<file path="config.mk">
export PLATFORM = sky130hd
export DESIGN_NAME = maze_wall_map_engine_core
export DESIGN_NICKNAME = d
export VERILOG_FILES = /design/src/rtl/mwme_pkg.sv /design/src/rtl/maze_wall_map_engine_core.sv /design/src/rtl/mwme_ram.sv
export VERILOG_INCLUDE_DIRS = /design/src /design/src/rtl
export SDC_FILE = /design/constraint.sdc
export NUM_CORES = 2
export LEC_CHECK = 0
export ABC_AREA = 1
export BUFFER_PORTS_ARGS = -buffer_cell sky130_fd_sc_hd__buf_2
export CAP_MARGIN = 20
export CORE_MARGIN = 4
export CORE_UTILIZATION = 57
export DETAILED_ROUTE_END_ITERATION = 16
export HOLD_SLACK_MARGIN = 0.02
export MAX_ROUTING_LAYER = met4
export PLACE_DENSITY = 0.76
export SYNTH_ARGS = -nofsm -noshare
export SYNTH_HDL_FRONTEND = slang
export SYNTH_HIERARCHICAL = 1
export SYNTH_SLANG_ARGS = --single-unit
export TNS_END_PERCENT = 50
</file>
<file path="constraint.sdc">
create_clock -name clk_i -period 8.8 [get_ports clk_i]
set_clock_uncertainty 0.05 [all_clocks]
set_input_delay 1.32 -clock clk_i [delete_from_list [all_inputs] [get_ports clk_i]]
set_output_delay 1.32 -clock clk_i [all_outputs]
set_load 0.02 [all_outputs]
</file>
<file path="src/rtl/maze_wall_map_engine_core_assert.svh">
// assertion helpers for the wall map engine
`ifndef MAZE_WALL_MAP_ENGINE_CORE_ASSERT_SVH
`define MAZE_WALL_MAP_ENGINE_CORE_ASSERT_SVH

// property checked on every clock edge outside reset
`define MWME_ASSERT(lbl, prop, msg) \
  lbl: assert property (@(posedge clk_i) disable iff (!rst_ni) (prop)) else $error(msg);

// condition that must never be seen outside reset
`define MWME_ASSERT_NEVER(lbl, cond, msg) \
  lbl: assert property (@(posedge clk_i) disable iff (!rst_ni) !(cond)) else $error(msg);

`endif

</file>
<file path="src/rtl/mwme_pkg.sv">
`default_nettype none

package mwme_pkg;

  // coordinate width on the ports
  localparam int unsigned CW = 5;

  // request codes
  localparam logic [2:0] REQ_INIT    = 3'd0;
  localparam logic [2:0] REQ_CLEAR   = 3'd1;
  localparam logic [2:0] REQ_SETWALL = 3'd2;
  localparam logic [2:0] REQ_SENSORS = 3'd3;
  localparam logic [2:0] REQ_QUERY   = 3'd4;
  localparam logic [2:0] REQ_ADVANCE = 3'd5;
  localparam logic [2:0] REQ_TURN    = 3'd6;
  localparam logic [2:0] REQ_SETPOS  = 3'd7;

  // direction codes
  localparam logic [1:0] DIR_N = 2'd0;
  localparam logic [1:0] DIR_E = 2'd1;
  localparam logic [1:0] DIR_S = 2'd2;
  localparam logic [1:0] DIR_W = 2'd3;

  // configuration register indexes
  localparam logic [2:0] CFG_START_ROW     = 3'd0;
  localparam logic [2:0] CFG_START_COL     = 3'd1;
  localparam logic [2:0] CFG_START_HEADING = 3'd2;
  localparam logic [2:0] CFG_GOAL_ROW_MIN  = 3'd3;
  localparam logic [2:0] CFG_GOAL_ROW_MAX  = 3'd4;
  localparam logic [2:0] CFG_GOAL_COL_MIN  = 3'd5;
  localparam logic [2:0] CFG_GOAL_COL_MAX  = 3'd6;

  // register reset values
  localparam logic [3:0] RST_START_ROW     = 4'd15;
  localparam logic [3:0] RST_START_COL     = 4'd0;
  localparam logic [1:0] RST_START_HEADING = 2'd0;
  localparam logic [3:0] RST_GOAL_ROW_MIN  = 4'd7;
  localparam logic [3:0] RST_GOAL_ROW_MAX  = 4'd8;
  localparam logic [3:0] RST_GOAL_COL_MIN  = 4'd7;
  localparam logic [3:0] RST_GOAL_COL_MAX  = 4'd8;

  localparam logic [7:0] WALLS_OUTSIDE = 8'hFF;

  // wall bit on side a of a cell
  function automatic logic [3:0] side_bit(input logic [1:0] a);
    return 4'b0001 << a;
  endfunction

  // wall bit of the neighbor that faces side a
  function automatic logic [3:0] facing_bit(input logic [1:0] a);
    logic [1:0] opp;
    opp = a + 2'd2;
    return 4'b0001 << opp;
  endfunction

  // walls seen by the front, left and right sensors at heading d
  function automatic logic [3:0] sensor_mask(input logic [1:0] d, input logic wf,
                                             input logic wl, input logic wr);
    logic [3:0] m;
    m = '0;
    if (wf) m = m | side_bit(d);
    if (wl) m = m | side_bit(d + 2'd3);
    if (wr) m = m | side_bit(d + 2'd1);
    return m;
  endfunction

endpackage

`default_nettype wire

</file>
<file path="src/rtl/maze_wall_map_engine_core.sv">
`default_nettype none

// Wall map engine: keeps a GRID_SIZE x GRID_SIZE map of wall masks (N=1, E=2,
// S=4, W=8) and visited bits in one synchronous RAM, plus the robot pose and a
// visited counter. One item is worked at a time; each gives one result that
// describes cell (row, col) and side dir after the request, with the pose.
// Timing is set by the single RAM port pair: query, advance, turn and set
// position read the cell once, as do set wall and sensors with an invalid
// side; any request other than init and clear on a cell outside the grid
// skips the RAM. Set wall and sensors that change the map also write the cell
// and make one pass over the four neighbors, writing a facing wall where one
// is needed, and init and clear sweep the whole RAM at one cell per cycle.
// After reset the same sweep runs before the first item is taken. A new item
// may be accepted while the previous result still waits in the output register.
module maze_wall_map_engine_core #(
  parameter int unsigned GRID_SIZE = 16
) (
  input  wire logic       clk_i,
  input  wire logic       rst_ni,
  // configuration
  input  wire logic       cfg_we_i,
  input  wire logic [2:0] cfg_idx_i,
  input  wire logic [3:0] cfg_data_i,
  // request items
  input  wire logic       in_valid_i,
  output logic            in_stall_o,
  input  wire logic [2:0] req_type_i,
  input  wire logic [mwme_pkg::CW-1:0] row_i,
  input  wire logic [mwme_pkg::CW-1:0] col_i,
  input  wire logic [2:0] dir_i,
  input  wire logic       wall_front_i,
  input  wire logic       wall_left_i,
  input  wire logic       wall_right_i,
  input  wire logic [1:0] turn_amount_i,
  // result items
  output logic            out_valid_o,
  input  wire logic       out_stall_i,
  output logic [7:0]      cell_walls_o,
  output logic            wall_in_dir_o,
  output logic            can_move_o,
  output logic            cell_visited_o,
  output logic            cell_is_goal_o,
  output logic            cell_is_start_o,
  output logic [mwme_pkg::CW-1:0] pose_row_o,
  output logic [mwme_pkg::CW-1:0] pose_col_o,
  output logic [1:0]      pose_heading_o,
  output logic [8:0]      visited_total_o,
  output logic            fully_explored_o
);

  import mwme_pkg::*;

  localparam int unsigned NCELLS = GRID_SIZE * GRID_SIZE;
  localparam int unsigned AW     = $clog2(NCELLS);
  localparam logic [CW-1:0] GS_C   = CW'(GRID_SIZE);
  localparam logic [CW-1:0] LAST_C = CW'(GRID_SIZE - 1);
  localparam logic [AW-1:0] LAST_ADDR = AW'(NCELLS - 1);
  localparam logic [8:0]    NCELLS_C  = 9'(NCELLS);

  // sequencer states
  localparam logic [2:0] S_IDLE  = 3'd0;
  localparam logic [2:0] S_SWEEP = 3'd1;
  localparam logic [2:0] S_RD    = 3'd2;
  localparam logic [2:0] S_MOD   = 3'd3;
  localparam logic [2:0] S_NRD   = 3'd4;
  localparam logic [2:0] S_NWR   = 3'd5;
  localparam logic [2:0] S_DONE  = 3'd6;

  // ---------------------------------------------------------------------------
  // grid helpers

  function automatic logic [AW-1:0] cell_addr(input logic [CW-1:0] r,
                                              input logic [CW-1:0] c);
    return AW'(int'(r) * GRID_SIZE + int'(c));
  endfunction

  // walls of a cell right after init or clear
  function automatic logic [3:0] init_walls(input logic [CW-1:0] r, input logic [CW-1:0] c,
                                            input logic [3:0] sr, input logic [3:0] sc);
    logic [3:0] w;
    w = '0;
    if (r == '0)     w = w | side_bit(DIR_N);
    if (r == LAST_C) w = w | side_bit(DIR_S);
    if (c == '0)     w = w | side_bit(DIR_W);
    if (c == LAST_C) w = w | side_bit(DIR_E);
    if (r == {1'b0, sr} && c == {1'b0, sc}) w = w | side_bit(DIR_E);
    return w;
  endfunction

  // neighbor on side a of an in-grid cell lies in the grid
  function automatic logic nb_inside(input logic [CW-1:0] r, input logic [CW-1:0] c,
                                     input logic [1:0] a);
    logic res;
    case (a)
      DIR_N:   res = (r != '0);
      DIR_E:   res = (c < LAST_C);
      DIR_S:   res = (r < LAST_C);
      DIR_W:   res = (c != '0);
      default: res = 1'b0;
    endcase
    return res;
  endfunction

  function automatic logic [AW-1:0] nb_addr(input logic [CW-1:0] r, input logic [CW-1:0] c,
                                            input logic [1:0] a);
    logic [CW-1:0] nr;
    logic [CW-1:0] nc;
    nr = r;
    nc = c;
    case (a)
      DIR_N:   nr = r - CW'(1);
      DIR_E:   nc = c + CW'(1);
      DIR_S:   nr = r + CW'(1);
      DIR_W:   nc = c - CW'(1);
      default: nr = r;
    endcase
    return cell_addr(nr, nc);
  endfunction

  // ---------------------------------------------------------------------------
  // registers

  logic [2:0] state_q, state_d;
  logic       rst_sweep_q, rst_sweep_d;
  logic [AW-1:0] sw_addr_q, sw_addr_d;
  logic [CW-1:0] sw_row_q, sw_row_d;
  logic [CW-1:0] sw_col_q, sw_col_d;
  logic [3:0] sw_srow_q, sw_srow_d;
  logic [3:0] sw_scol_q, sw_scol_d;
  logic [1:0] nb_q, nb_d;

  logic [3:0] start_row_q, start_col_q;
  logic [1:0] start_heading_q;
  logic [3:0] goal_row_min_q, goal_row_max_q, goal_col_min_q, goal_col_max_q;

  logic [CW-1:0] pose_row_q, pose_row_d;
  logic [CW-1:0] pose_col_q, pose_col_d;
  logic [1:0]    pose_hdg_q, pose_hdg_d;
  logic [8:0]    cnt_q, cnt_d;

  // latched item
  logic [CW-1:0] row_q, col_q;
  logic [1:0]    dir_q;
  logic          dvalid_q, ok_q, mod_q, sens_q;
  logic [3:0]    mask_q;
  logic [3:0]    cur_walls_q, cur_walls_d;
  logic          cur_vis_q, cur_vis_d;

  logic out_valid_q, out_valid_d;

  // RAM port signals
  logic          ram_we;
  logic [AW-1:0] ram_waddr, ram_raddr;
  logic [4:0]    ram_wdata, ram_rdata;

  // ---------------------------------------------------------------------------
  // request decode

  logic       accept;
  logic       in_ok, in_dvalid;
  logic [3:0] in_mask;
  logic       in_mod, in_sens;
  logic       out_fire;
  logic       nb_need;

  assign in_stall_o = (state_q != S_IDLE);
  assign accept     = in_valid_i && (state_q == S_IDLE);
  assign in_ok      = (row_i < GS_C) && (col_i < GS_C);
  assign in_dvalid  = !dir_i[2];
  assign in_mod     = in_ok && in_dvalid &&
                      ((req_type_i == REQ_SETWALL) || (req_type_i == REQ_SENSORS));
  assign in_sens    = in_ok && in_dvalid && (req_type_i == REQ_SENSORS);
  assign in_mask    = (req_type_i == REQ_SENSORS) ?
                      sensor_mask(dir_i[1:0], wall_front_i, wall_left_i, wall_right_i) :
                      side_bit(dir_i[1:0]);
  assign out_fire   = (state_q == S_DONE) && (!out_valid_q || !out_stall_i);
  assign nb_need    = mask_q[nb_q] && nb_inside(row_q, col_q, nb_q);

  // ---------------------------------------------------------------------------
  // sequencer

  always_comb begin
    state_d     = state_q;
    rst_sweep_d = rst_sweep_q;
    sw_addr_d   = sw_addr_q;
    sw_row_d    = sw_row_q;
    sw_col_d    = sw_col_q;
    sw_srow_d   = sw_srow_q;
    sw_scol_d   = sw_scol_q;
    nb_d        = nb_q;
    pose_row_d  = pose_row_q;
    pose_col_d  = pose_col_q;
    pose_hdg_d  = pose_hdg_q;
    cnt_d       = cnt_q;
    cur_walls_d = cur_walls_q;
    cur_vis_d   = cur_vis_q;
    out_valid_d = out_valid_q;
    ram_we      = 1'b0;
    ram_waddr   = cell_addr(row_q, col_q);
    ram_wdata   = {cur_vis_q, cur_walls_q};
    ram_raddr   = cell_addr(row_q, col_q);

    // result handshake
    if (out_valid_q && !out_stall_i) begin
      out_valid_d = 1'b0;
    end

    case (state_q)
      S_IDLE: begin
        if (accept) begin
          cur_walls_d = init_walls(row_i, col_i, start_row_q, start_col_q);
          cur_vis_d   = 1'b0;
          // pose update
          case (req_type_i)
            REQ_INIT: begin
              pose_row_d = {1'b0, start_row_q};
              pose_col_d = {1'b0, start_col_q};
              pose_hdg_d = start_heading_q;
            end
            REQ_ADVANCE: begin
              if (in_dvalid) begin
                case (dir_i[1:0])
                  DIR_N:   pose_row_d = pose_row_q - CW'(1);
                  DIR_E:   pose_col_d = pose_col_q + CW'(1);
                  DIR_S:   pose_row_d = pose_row_q + CW'(1);
                  DIR_W:   pose_col_d = pose_col_q - CW'(1);
                  default: pose_row_d = pose_row_q;
                endcase
                pose_hdg_d = dir_i[1:0];
              end
            end
            REQ_TURN: begin
              pose_hdg_d = pose_hdg_q + turn_amount_i;
            end
            REQ_SETPOS: begin
              pose_row_d = in_ok ? row_i : {1'b0, start_row_q};
              pose_col_d = in_ok ? col_i : {1'b0, start_col_q};
              pose_hdg_d = in_dvalid ? dir_i[1:0] : DIR_N;
            end
            default: begin
              pose_hdg_d = pose_hdg_q;
            end
          endcase
          // next step
          if ((req_type_i == REQ_INIT) || (req_type_i == REQ_CLEAR)) begin
            cnt_d     = '0;
            sw_addr_d = '0;
            sw_row_d  = '0;
            sw_col_d  = '0;
            sw_srow_d = start_row_q;
            sw_scol_d = start_col_q;
            state_d   = S_SWEEP;
          end else if (in_ok) begin
            state_d = S_RD;
          end else begin
            state_d = S_DONE;
          end
        end
      end

      // write the fresh value of one cell per cycle
      S_SWEEP: begin
        ram_we    = 1'b1;
        ram_waddr = sw_addr_q;
        ram_wdata = {1'b0, init_walls(sw_row_q, sw_col_q, sw_srow_q, sw_scol_q)};
        sw_addr_d = sw_addr_q + AW'(1);
        if (sw_col_q == LAST_C) begin
          sw_col_d = '0;
          sw_row_d = sw_row_q + CW'(1);
        end else begin
          sw_col_d = sw_col_q + CW'(1);
        end
        if (sw_addr_q == LAST_ADDR) begin
          rst_sweep_d = 1'b0;
          state_d     = rst_sweep_q ? S_IDLE : S_DONE;
        end
      end

      S_RD: begin
        state_d = S_MOD;
      end

      // center cell: read data is back, merge, and write when the item changes the map
      S_MOD: begin
        cur_walls_d = ram_rdata[3:0] | (mod_q ? mask_q : 4'b0000);
        cur_vis_d   = ram_rdata[4] | sens_q;
        ram_we      = mod_q;
        ram_wdata   = {cur_vis_d, cur_walls_d};
        if (sens_q && !ram_rdata[4]) begin
          cnt_d = cnt_q + 9'd1;
        end
        nb_d    = DIR_N;
        state_d = mod_q ? S_NRD : S_DONE;
      end

      // neighbor pass: read the neighbor that needs a facing wall
      S_NRD: begin
        ram_raddr = nb_addr(row_q, col_q, nb_q);
        if (nb_need) begin
          state_d = S_NWR;
        end else if (nb_q == DIR_W) begin
          state_d = S_DONE;
        end else begin
          nb_d = nb_q + 2'd1;
        end
      end

      S_NWR: begin
        ram_we    = 1'b1;
        ram_waddr = nb_addr(row_q, col_q, nb_q);
        ram_wdata = ram_rdata | {1'b0, facing_bit(nb_q)};
        if (nb_q == DIR_W) begin
          state_d = S_DONE;
        end else begin
          nb_d    = nb_q + 2'd1;
          state_d = S_NRD;
        end
      end

      S_DONE: begin
        if (out_fire) begin
          out_valid_d = 1'b1;
          state_d     = S_IDLE;
        end
      end

      default: begin
        state_d = S_IDLE;
      end
    endcase
  end

  // control state
  always_ff @(posedge clk_i or negedge rst_ni) begin
    if (!rst_ni) begin
      state_q     <= S_SWEEP;
      rst_sweep_q <= 1'b1;
      sw_addr_q   <= '0;
      sw_row_q    <= '0;
      sw_col_q    <= '0;
      sw_srow_q   <= RST_START_ROW;
      sw_scol_q   <= RST_START_COL;
      nb_q        <= DIR_N;
      pose_row_q  <= {1'b0, RST_START_ROW};
      pose_col_q  <= {1'b0, RST_START_COL};
      pose_hdg_q  <= RST_START_HEADING;
      cnt_q       <= '0;
      out_valid_q <= 1'b0;
    end else begin
      state_q     <= state_d;
      rst_sweep_q <= rst_sweep_d;
      sw_addr_q   <= sw_addr_d;
      sw_row_q    <= sw_row_d;
      sw_col_q    <= sw_col_d;
      sw_srow_q   <= sw_srow_d;
      sw_scol_q   <= sw_scol_d;
      nb_q        <= nb_d;
      pose_row_q  <= pose_row_d;
      pose_col_q  <= pose_col_d;
      pose_hdg_q  <= pose_hdg_d;
      cnt_q       <= cnt_d;
      out_valid_q <= out_valid_d;
    end
  end

  // configuration registers
  always_ff @(posedge clk_i or negedge rst_ni) begin
    if (!rst_ni) begin
      start_row_q     <= RST_START_ROW;
      start_col_q     <= RST_START_COL;
      start_heading_q <= RST_START_HEADING;
      goal_row_min_q  <= RST_GOAL_ROW_MIN;
      goal_row_max_q  <= RST_GOAL_ROW_MAX;
      goal_col_min_q  <= RST_GOAL_COL_MIN;
      goal_col_max_q  <= RST_GOAL_COL_MAX;
    end else if (cfg_we_i) begin
      case (cfg_idx_i)
        CFG_START_ROW:     start_row_q     <= cfg_data_i;
        CFG_START_COL:     start_col_q     <= cfg_data_i;
        CFG_START_HEADING: start_heading_q <= cfg_data_i[1:0];
        CFG_GOAL_ROW_MIN:  goal_row_min_q  <= cfg_data_i;
        CFG_GOAL_ROW_MAX:  goal_row_max_q  <= cfg_data_i;
        CFG_GOAL_COL_MIN:  goal_col_min_q  <= cfg_data_i;
        CFG_GOAL_COL_MAX:  goal_col_max_q  <= cfg_data_i;
        default:           start_row_q     <= start_row_q;
      endcase
    end
  end

  // item payload
  always_ff @(posedge clk_i) begin
    if (accept) begin
      row_q    <= row_i;
      col_q    <= col_i;
      dir_q    <= dir_i[1:0];
      dvalid_q <= in_dvalid;
      ok_q     <= in_ok;
      mod_q    <= in_mod;
      sens_q   <= in_sens;
      mask_q   <= in_mask;
    end
    cur_walls_q <= cur_walls_d;
    cur_vis_q   <= cur_vis_d;
  end

  // ---------------------------------------------------------------------------
  // map memory: {visited, walls}

  mwme_ram #(
    .WIDTH (5),
    .DEPTH (NCELLS)
  ) u_map_ram (
    .clk_i   (clk_i),
    .we_i    (ram_we),
    .waddr_i (ram_waddr),
    .wdata_i (ram_wdata),
    .raddr_i (ram_raddr),
    .rdata_o (ram_rdata)
  );

  // ---------------------------------------------------------------------------
  // result register

  always_ff @(posedge clk_i) begin
    if (out_fire) begin
      cell_walls_o    <= ok_q ? {4'b0000, cur_walls_q} : WALLS_OUTSIDE;
      wall_in_dir_o   <= (ok_q && dvalid_q) ? cur_walls_q[dir_q] : 1'b1;
      can_move_o      <= ok_q && dvalid_q && !cur_walls_q[dir_q] &&
                         nb_inside(row_q, col_q, dir_q);
      cell_visited_o  <= ok_q && cur_vis_q;
      cell_is_goal_o  <= (row_q >= {1'b0, goal_row_min_q}) &&
                         (row_q <= {1'b0, goal_row_max_q}) &&
                         (col_q >= {1'b0, goal_col_min_q}) &&
                         (col_q <= {1'b0, goal_col_max_q});
      cell_is_start_o <= (row_q == {1'b0, start_row_q}) &&
                         (col_q == {1'b0, start_col_q});
      pose_row_o      <= pose_row_q;
      pose_col_o      <= pose_col_q;
      pose_heading_o  <= pose_hdg_q;
      visited_total_o <= cnt_q;
      fully_explored_o <= (cnt_q == NCELLS_C);
    end
  end

  assign out_valid_o = out_valid_q;

  // ---------------------------------------------------------------------------
  // assertions

`include "maze_wall_map_engine_core_assert.svh"

  `MWME_ASSERT(a_accept_leaves_idle, (accept |=> state_q != S_IDLE), "item accepted but sequencer stayed idle")
  `MWME_ASSERT_NEVER(a_no_write_when_idle, (ram_we && state_q == S_IDLE), "map written while idle")
  `MWME_ASSERT_NEVER(a_count_in_range, (cnt_q > NCELLS_C), "visited count beyond grid size")
  `MWME_ASSERT(a_count_step, (1'b1 |=> (cnt_q == $past(cnt_q) || cnt_q == $past(cnt_q) + 9'd1 || cnt_q == '0)), "visited count jumped")

endmodule

`default_nettype wire

</file>
<file path="src/rtl/mwme_ram.sv">
`default_nettype none

module mwme_ram #(
  parameter int unsigned WIDTH = 8,
  parameter int unsigned DEPTH = 256
) (
  input  wire logic                     clk_i,
  input  wire logic                     we_i,
  input  wire logic [$clog2(DEPTH)-1:0] waddr_i,
  input  wire logic [WIDTH-1:0]         wdata_i,
  input  wire logic [$clog2(DEPTH)-1:0] raddr_i,
  output logic      [WIDTH-1:0]         rdata_o
);

  logic [WIDTH-1:0] mem_q [DEPTH];

  // one write port, one registered read port
  always_ff @(posedge clk_i) begin
    if (we_i) begin
      mem_q[waddr_i] <= wdata_i;
    end
    rdata_o <= mem_q[raddr_i];
  end

endmodule

`default_nettype wire
</file>
---- After elaboration in Yosys (flattened, before gate mapping) ----
Memory sizes are Yosys's and may differ from the RTL's. A register that Yosys moved wholly into a read port is not among the register bits.
Cells that the tools add are included.
operators by class
  add/sub/neg operators ................... 20
  eq/ne operators ......................... 50
  reduce and logical (&&, ||, !) cells .... 64
  divide/modulo/power cells ............... 0
  $mul .................................... 0
  bitwise gates (word level) .............. 5
  shift-type cells ........................ 4
  order comparisons ....................... 10
  multiplexer cells ....................... 80
operators with widths
  kind                                               count
  2-to-1 mux 5 bit                                   10
  one-hot mux 5 bit (2 select lines)                 5
  one-hot mux 5 bit (3 select lines)                 3
  2-to-1 mux 4 bit                                   10
  2-to-1 mux 8 bit                                   4
  one-hot mux 8 bit (2 select lines)                 2
  == test 5 x 4 -> 1 bit                             6
  2-to-1 mux 3 bit                                   10
  == test 3 bit (second input constant)              9
  2-to-1 mux 9 bit                                   3
  adder 5 x 1 -> 5 bit (second input constant)       5
  adder 8 x 5 -> 8 bit                               3
  one-hot mux 3 bit (7 select lines)                 1
  == test 5 x 4 -> 1 bit (second input constant)     4
  logical NOT 5 bit                                  4
  2-to-1 mux 2 bit                                   10
  AND reduction 2 bit                                10
  logical AND 1 bit                                  19
  == test 3 x 2 -> 1 bit (second input constant)     6
  one-hot mux 9 bit (2 select lines)                 1
  one-hot mux 4 bit (2 select lines)                 2
  AND reduction 4 bit                                4
  left shift 1 x 2 -> 4 bit (first input constant)   4
  subtractor 5 x 1 -> 5 bit (second input constant)  3
  41 further kinds                                   95
storage, ports and cells
  memories ................................ 1
  logic and storage cells ................. 276
  register bits ........................... 140
  bits in writable memories ............... 1280
  bits of input ports ..................... 33
  latch bits .............................. 0
  memory bits (read-only) ................. 0
  output and inout bits ................... 37
memories
  name             words  bits a word  rd ports  clocked after Yosys merged registers in  wr ports  RTL line        source
  u_map_ram.mem_q  256    5            1         1                                        1         mwme_ram.sv:15  logic [WIDTH-1:0] mem_q [DEPTH];

---- Longest topological paths before layout ----
  depth after elaboration ................. 8
  mapped depth ............................ 23
  gate-level depth less buffers ........... 20

---- Modules after synthesis ----
The synthesis kept the hierarchy.
modules (own cells, without submodules)
  module                     sequential area each (µm²)  cells each  instances  area an instance (µm²)
  mwme_ram                   38537.0                     4552        1          52718.1
  maze_wall_map_engine_core  3741.1                      979         1          8395.6

---- Worst setup path after synthesis ----
No wires, ideal clock.
  path type ............................... register -> register
  from .................................... reg state_q[0]
  to ...................................... mem u_map_ram.mem_q[0][0] (data pin)
  period minus slack after synthesis ...... 9.627 ns
  library setup time ...................... 1.574 ns
  path buffers ............................ 1
  path slack .............................. -0.827 ns
  cell stages (with the launch flop) ...... 6
  arrival ................................. 8.003 ns
  required time ........................... 7.176 ns
  cells stage by stage .................... dfstp_2 > inv_2 > nor2_4 > nand2_4 > buf_2 > o2111ai_1
between the ends
  longest elaborated chain between the ends .. 2
  elaborated cells between the ends (all ways) .. 4
  classes of those cells .................. 3 x eq/ne; 1 x mux
ends and longest elaborated chain
  item                                   RTL line                          source
  start, declared                        maze_wall_map_engine_core.sv:123  logic [2:0] state_q, state_d;
  start signal, assigned                 maze_wall_map_engine_core.sv:350  state_q <= state_d;
  == test 3 bit (tied with other cells)  maze_wall_map_engine_core.sv:208  case (state_q)
  one-hot mux 5 bit (3 select lines) *   maze_wall_map_engine_core.sv:208
  via ram_wdata[0]                       maze_wall_map_engine_core.sv:154  logic [4:0] ram_wdata, ram_rdata;
  end, declared                          mwme_ram.sv:15
Mark *: on every way through the listed nets, which the timed path passes. The rest lies on a longest branch.

---- Worst setup path in the final report ----
  from .................................... reg state_q[1]
  to ...................................... reg u_map_ram.rdata_o[0], read port of u_map_ram.mem_q
between the ends
  longest elaborated chain between the ends .. 2
ends and longest elaborated chain
  item              RTL line                          source
  == test 3 bit     maze_wall_map_engine_core.sv:208
  2-to-1 mux 8 bit  maze_wall_map_engine_core.sv:208
  via ram_raddr[0]  maze_wall_map_engine_core.sv:153  logic [AW-1:0] ram_waddr, ram_raddr;
  end, declared     mwme_ram.sv:12                    output logic [WIDTH-1:0] rdata_o
The timed path passes the listed nets, and every way through them passes these cells.
A chain may end at the register's enable or synchronous reset.

==> metrics.md <==
| Metric | Value |
|---|---|
| CTS tree | built |
| CP max-delay cell | nor2_2 |
| Worst path required time | 9430 ps |
| Die Span Y | 335.4 µm |
| Final Hold Fails | 0 |
| Power Density | 363.4 nW/µm² |
| Unique masters post-synth | 56 |
| FP Rows | 119 |
| Placer congestion estimate | 0.9109 |
| Crit-path cells | nor2_1, inv_1, nor2_2, nand2_1, o21ai_4, buf_12, buf_12, nand2_1, nand3_1, nand3_1, nand3_1, nand3_1, nand2_1, nand2_1, nand3_1, nand3_1, nand2_1 |
| Mapped Avg Cell Area | 11.05 µm² |
| Post-CTS sizing | 0 |
| Largest family of logic cells by synthesized area | simple AND/OR/NAND/NOR gates |
| Critical path arrival | 6080 ps |
| Synth Area in Compound Gates | 1.943% |
| Leak | 0.02411 µW |
| CP delay by family, top | simple AND/OR/NAND/NOR gates |
| Slowest stage delay, CP | 690 ps |
| Die Footprint | 112,500 µm² |
| Yosys warns | 6 |
| Final ANT Viol Nets | 0 |
| Initial antenna violation count | 5 |
| DRC violations left | 0 |
| FMAX | 0.1835 GHz |
| Worst setup SP type | register |
| R2r endpoint | u_map_ram/rdata_o[0] |
| Vias | 42,390 |
| IO buf count | 69 |
| Mapped cell area | 61,110 µm² |
| VDD IR max | 536.7 µV |
| Total global routing overflow | 0 |
| Setup Buffers After CTS | 0 |
| Routed WL | 155.0 mm |
| Setup-failing EPs final | 0 |
| Clock latency on the worst-skew pair | 730 ps |
| Reg2reg start | state_q[1] |
| Clock Sink Count | 1,422 |
| Max_slew headroom | 13.78% |
| Root buffer cell | clkbuf_16 |
| Worst Path Buf+Inv | 3 |
| Syn Nets | 5,610 |
| Status | complete, no violations |
| Vias in the first global route | 40,360 |
| Largest net degree at the start of global routing | 232 |
| Sum of negative setup slack | 0 ps |
| R2R Setup Slk | 3350 ps |
| Final core occ | 62.90% |
| Adder-cell share of the synthesized area | 0.9786% |
| Max-slew violation count | 0 |
| Post-synth EDFFs | 1,337 |
| Fraction of registers with async set/reset | 5.626% |
| Pre-antenna DRT Iters | 8 |
| WL/cell | 22.26 µm |
| Global-route wire length before repair | 235.9 mm |
| Die X | 335.4 µm |
| Post-Synth XOR/XNOR Area | 0.5016% |
| Critical path capture point type | register |
| Via/cell ratio | 6.085 |
| Iter 0 DRT Violations | 6,196 |
| Proportion of layout cells with a drive suffix above 1 | 7.397% |
| Net count, final | 5,543 |
| Hold-fix buffers, CTS | 0 |
| Top cell by count, worst path | nand3_1 |
| IO Count | 70 |
| Seq/Total Area, Yosys | 69.18% |
| Ys flop type | edfxtp_1 |
| Post-layout min period | 5451 ps |
| Critical path type | reg -> reg |
| #FFs+latches synth | 1,422 |
| Critical path depth | 17 |
| Core ar. | 105,900 µm² |
| Fin crit share | 61.94% |
| Critical path peak fanout | 215 |
| Cts bufs inserted | 143 |
| Maxcap violations | 0 |
| Reg clk slew, reported paths | 60 ps |
| Critical Path Start | state_q[1] |
| Syn Inst Count | 5,531 |
| Worst-margin pin slew | 1293 ps |
| Starting Density | 57.73% |
| Synth Area in Simple Gates | 23.44% |
| Hold Crit Start | rst_sweep_q |
| Gr usage total | 28.14% |
| Mux cell area share after synthesis | 0% |
| Final HPWL DP | 86.61 mm |
| H-tree depth | 4 |
| Cells on worst reg2reg path | 17 |
| Largest buffer count on any clock path | 3 |
| RSZ-0062 raised after global routing | no |
| Worst Setup EP | u_map_ram/rdata_o[0] |
| Hold Crit Class | reg -> reg |
| Area delta synth->final | 8.951% |
## placed cells by master, fill, tap and decap left out, types with 10 or more instances in the layout
cell type	count
inv_1	181
dfrtp_1	58
clkinv_2	25
nand2_1	1614
o22ai_1	23
xnor2_1	13
buf_2	68
buf_12	12
o21ai_2	15
edfxtp_1	1337
nor2_1	343
nand2_2	13
xor2_1	22
clkbuf_16	145
dfstp_2	22
inv_2	10
nand4_1	17
clkbuf_1	33
nand3_1	1282
buf_4	35
o21ai_0	74
clkinv_1	30
ha_1	43
a21oi_1	30
## cell usage after synthesis (5+ instances only)
library cell / count / area (µm²)
a21oi_1: 30 / 150.1
buf_1: 18 / 67.56
buf_2: 197 / 986.0
buf_4: 40 / 300.3
clkbuf_1: 69 / 259.0
dfrtp_1: 58 / 1451
dfstp_2: 22 / 578.1
dfxtp_1: 5 / 100.1
edfxtp_1: 1337 / 40150
ha_1: 43 / 538.0
inv_1: 181 / 679.4
inv_2: 13 / 48.80
nand2_1: 1618 / 6073
nand2_2: 9 / 56.30
nand3_1: 1283 / 6421
nand4_1: 17 / 106.4
nor2_1: 344 / 1291
nor2_8: 7 / 140.1
nor3_1: 9 / 45.04
o211ai_1: 8 / 60.06
o21ai_0: 81 / 405.4
o21ai_2: 14 / 122.6
o221ai_1: 7 / 61.31
o22ai_1: 23 / 143.9
xnor2_1: 13 / 113.9
xor2_1: 22 / 192.7
## worst reg2reg max path: stages, from the launching register on
cell,delay (ps)
dfrtp_1,450
nor2_1,250
inv_1,120
nor2_2,690
nand2_1,220
o21ai_4,190
buf_12,460
buf_12,1030
nand2_1,560
nand3_1,190
nand3_1,120
nand3_1,150
nand3_1,190
nand2_1,250
nand2_1,80
nand3_1,110
nand3_1,180
nand2_1,110
## per-layer routing
| metal | vias to the layer above | wire length, µm | track usage, % | share of wire [%] |
|---|---|---|---|---|
| li1 | 19130 | - | - | - |
| met1 | 20370 | 59830 | 37.76 | 39 |
| met2 | 2464 | 71570 | 42.50 | 46 |
| met3 | 420 | 17140 | 5.794 | 11 |
| met4 | 0 | 6485 | 11.55 | 4.2 |
| met5 | - | 0 | - | 0 |
## how the worst min path moves through the flow
stage,end,slack [ps],depth (start not counted)
after floorplan,rst_sweep_q,380,2
after global placement,rst_sweep_q,400,2
after detailed placement,rst_sweep_q,400,2
after CTS,rst_sweep_q,410,2
after global routing,rst_sweep_q,430,2
final,rst_sweep_q,400,2
## logic make-up after synthesis
group	after synthesis
compound gates	191
xor+xnor	35
fa+ha+maj	46
buf+inv	529
flops	1422
simple gates	3308
## flip-flops by register name (all words and copies together), names as in the netlist, 5 cells and up
register           flops
u_map_ram/mem_q     1280
cnt_q                  9
visited_total_o        9
sw_addr_q              8
cell_walls_o           5
col_q                  5
pose_col_o             5
pose_col_q             5
pose_row_o             5
pose_row_q             5
row_q                  5
sw_col_q               5
sw_row_q               5
u_map_ram/rdata_o      5
## cell type report
class                      count  area (µm²)
sequential                  1422       42280
fill                        7823       39280
multi-input combinational   3580       16520
clock buffer                 182        3807
tap                         1391        1740
timing repair buffer         115       843.3
inverter                     202       798.3
clock inverter                69       586.8
antenna                        4       10.01
## metrics by stage
stage               setup slack [ps]  hold slack, ps  cells  power [µW]  instance area [µm²]
global placement                3961           395.8   6709       18140                62160
CTS                             3823           407.3   6960       24000                66550
floorplan                     -433.5           383.5   5531       15710                61120
global route                    3313           427.7   6963       25260                66580
finish                          3349           403.3   6965       24200                66580
detailed placement              3841           397.1   6709       18260                62160
## power breakdown
| group | internal, µW | switching (µW) | total [µW] |
|---|---|---|---|
| logic | 2200 | 7170 | 9370 |
| registers | 8860 | 191 | 9050 |
| clock network | 3320 | 2460 | 5780 |
No activity file was read; power rests on OpenSTA's default activity.
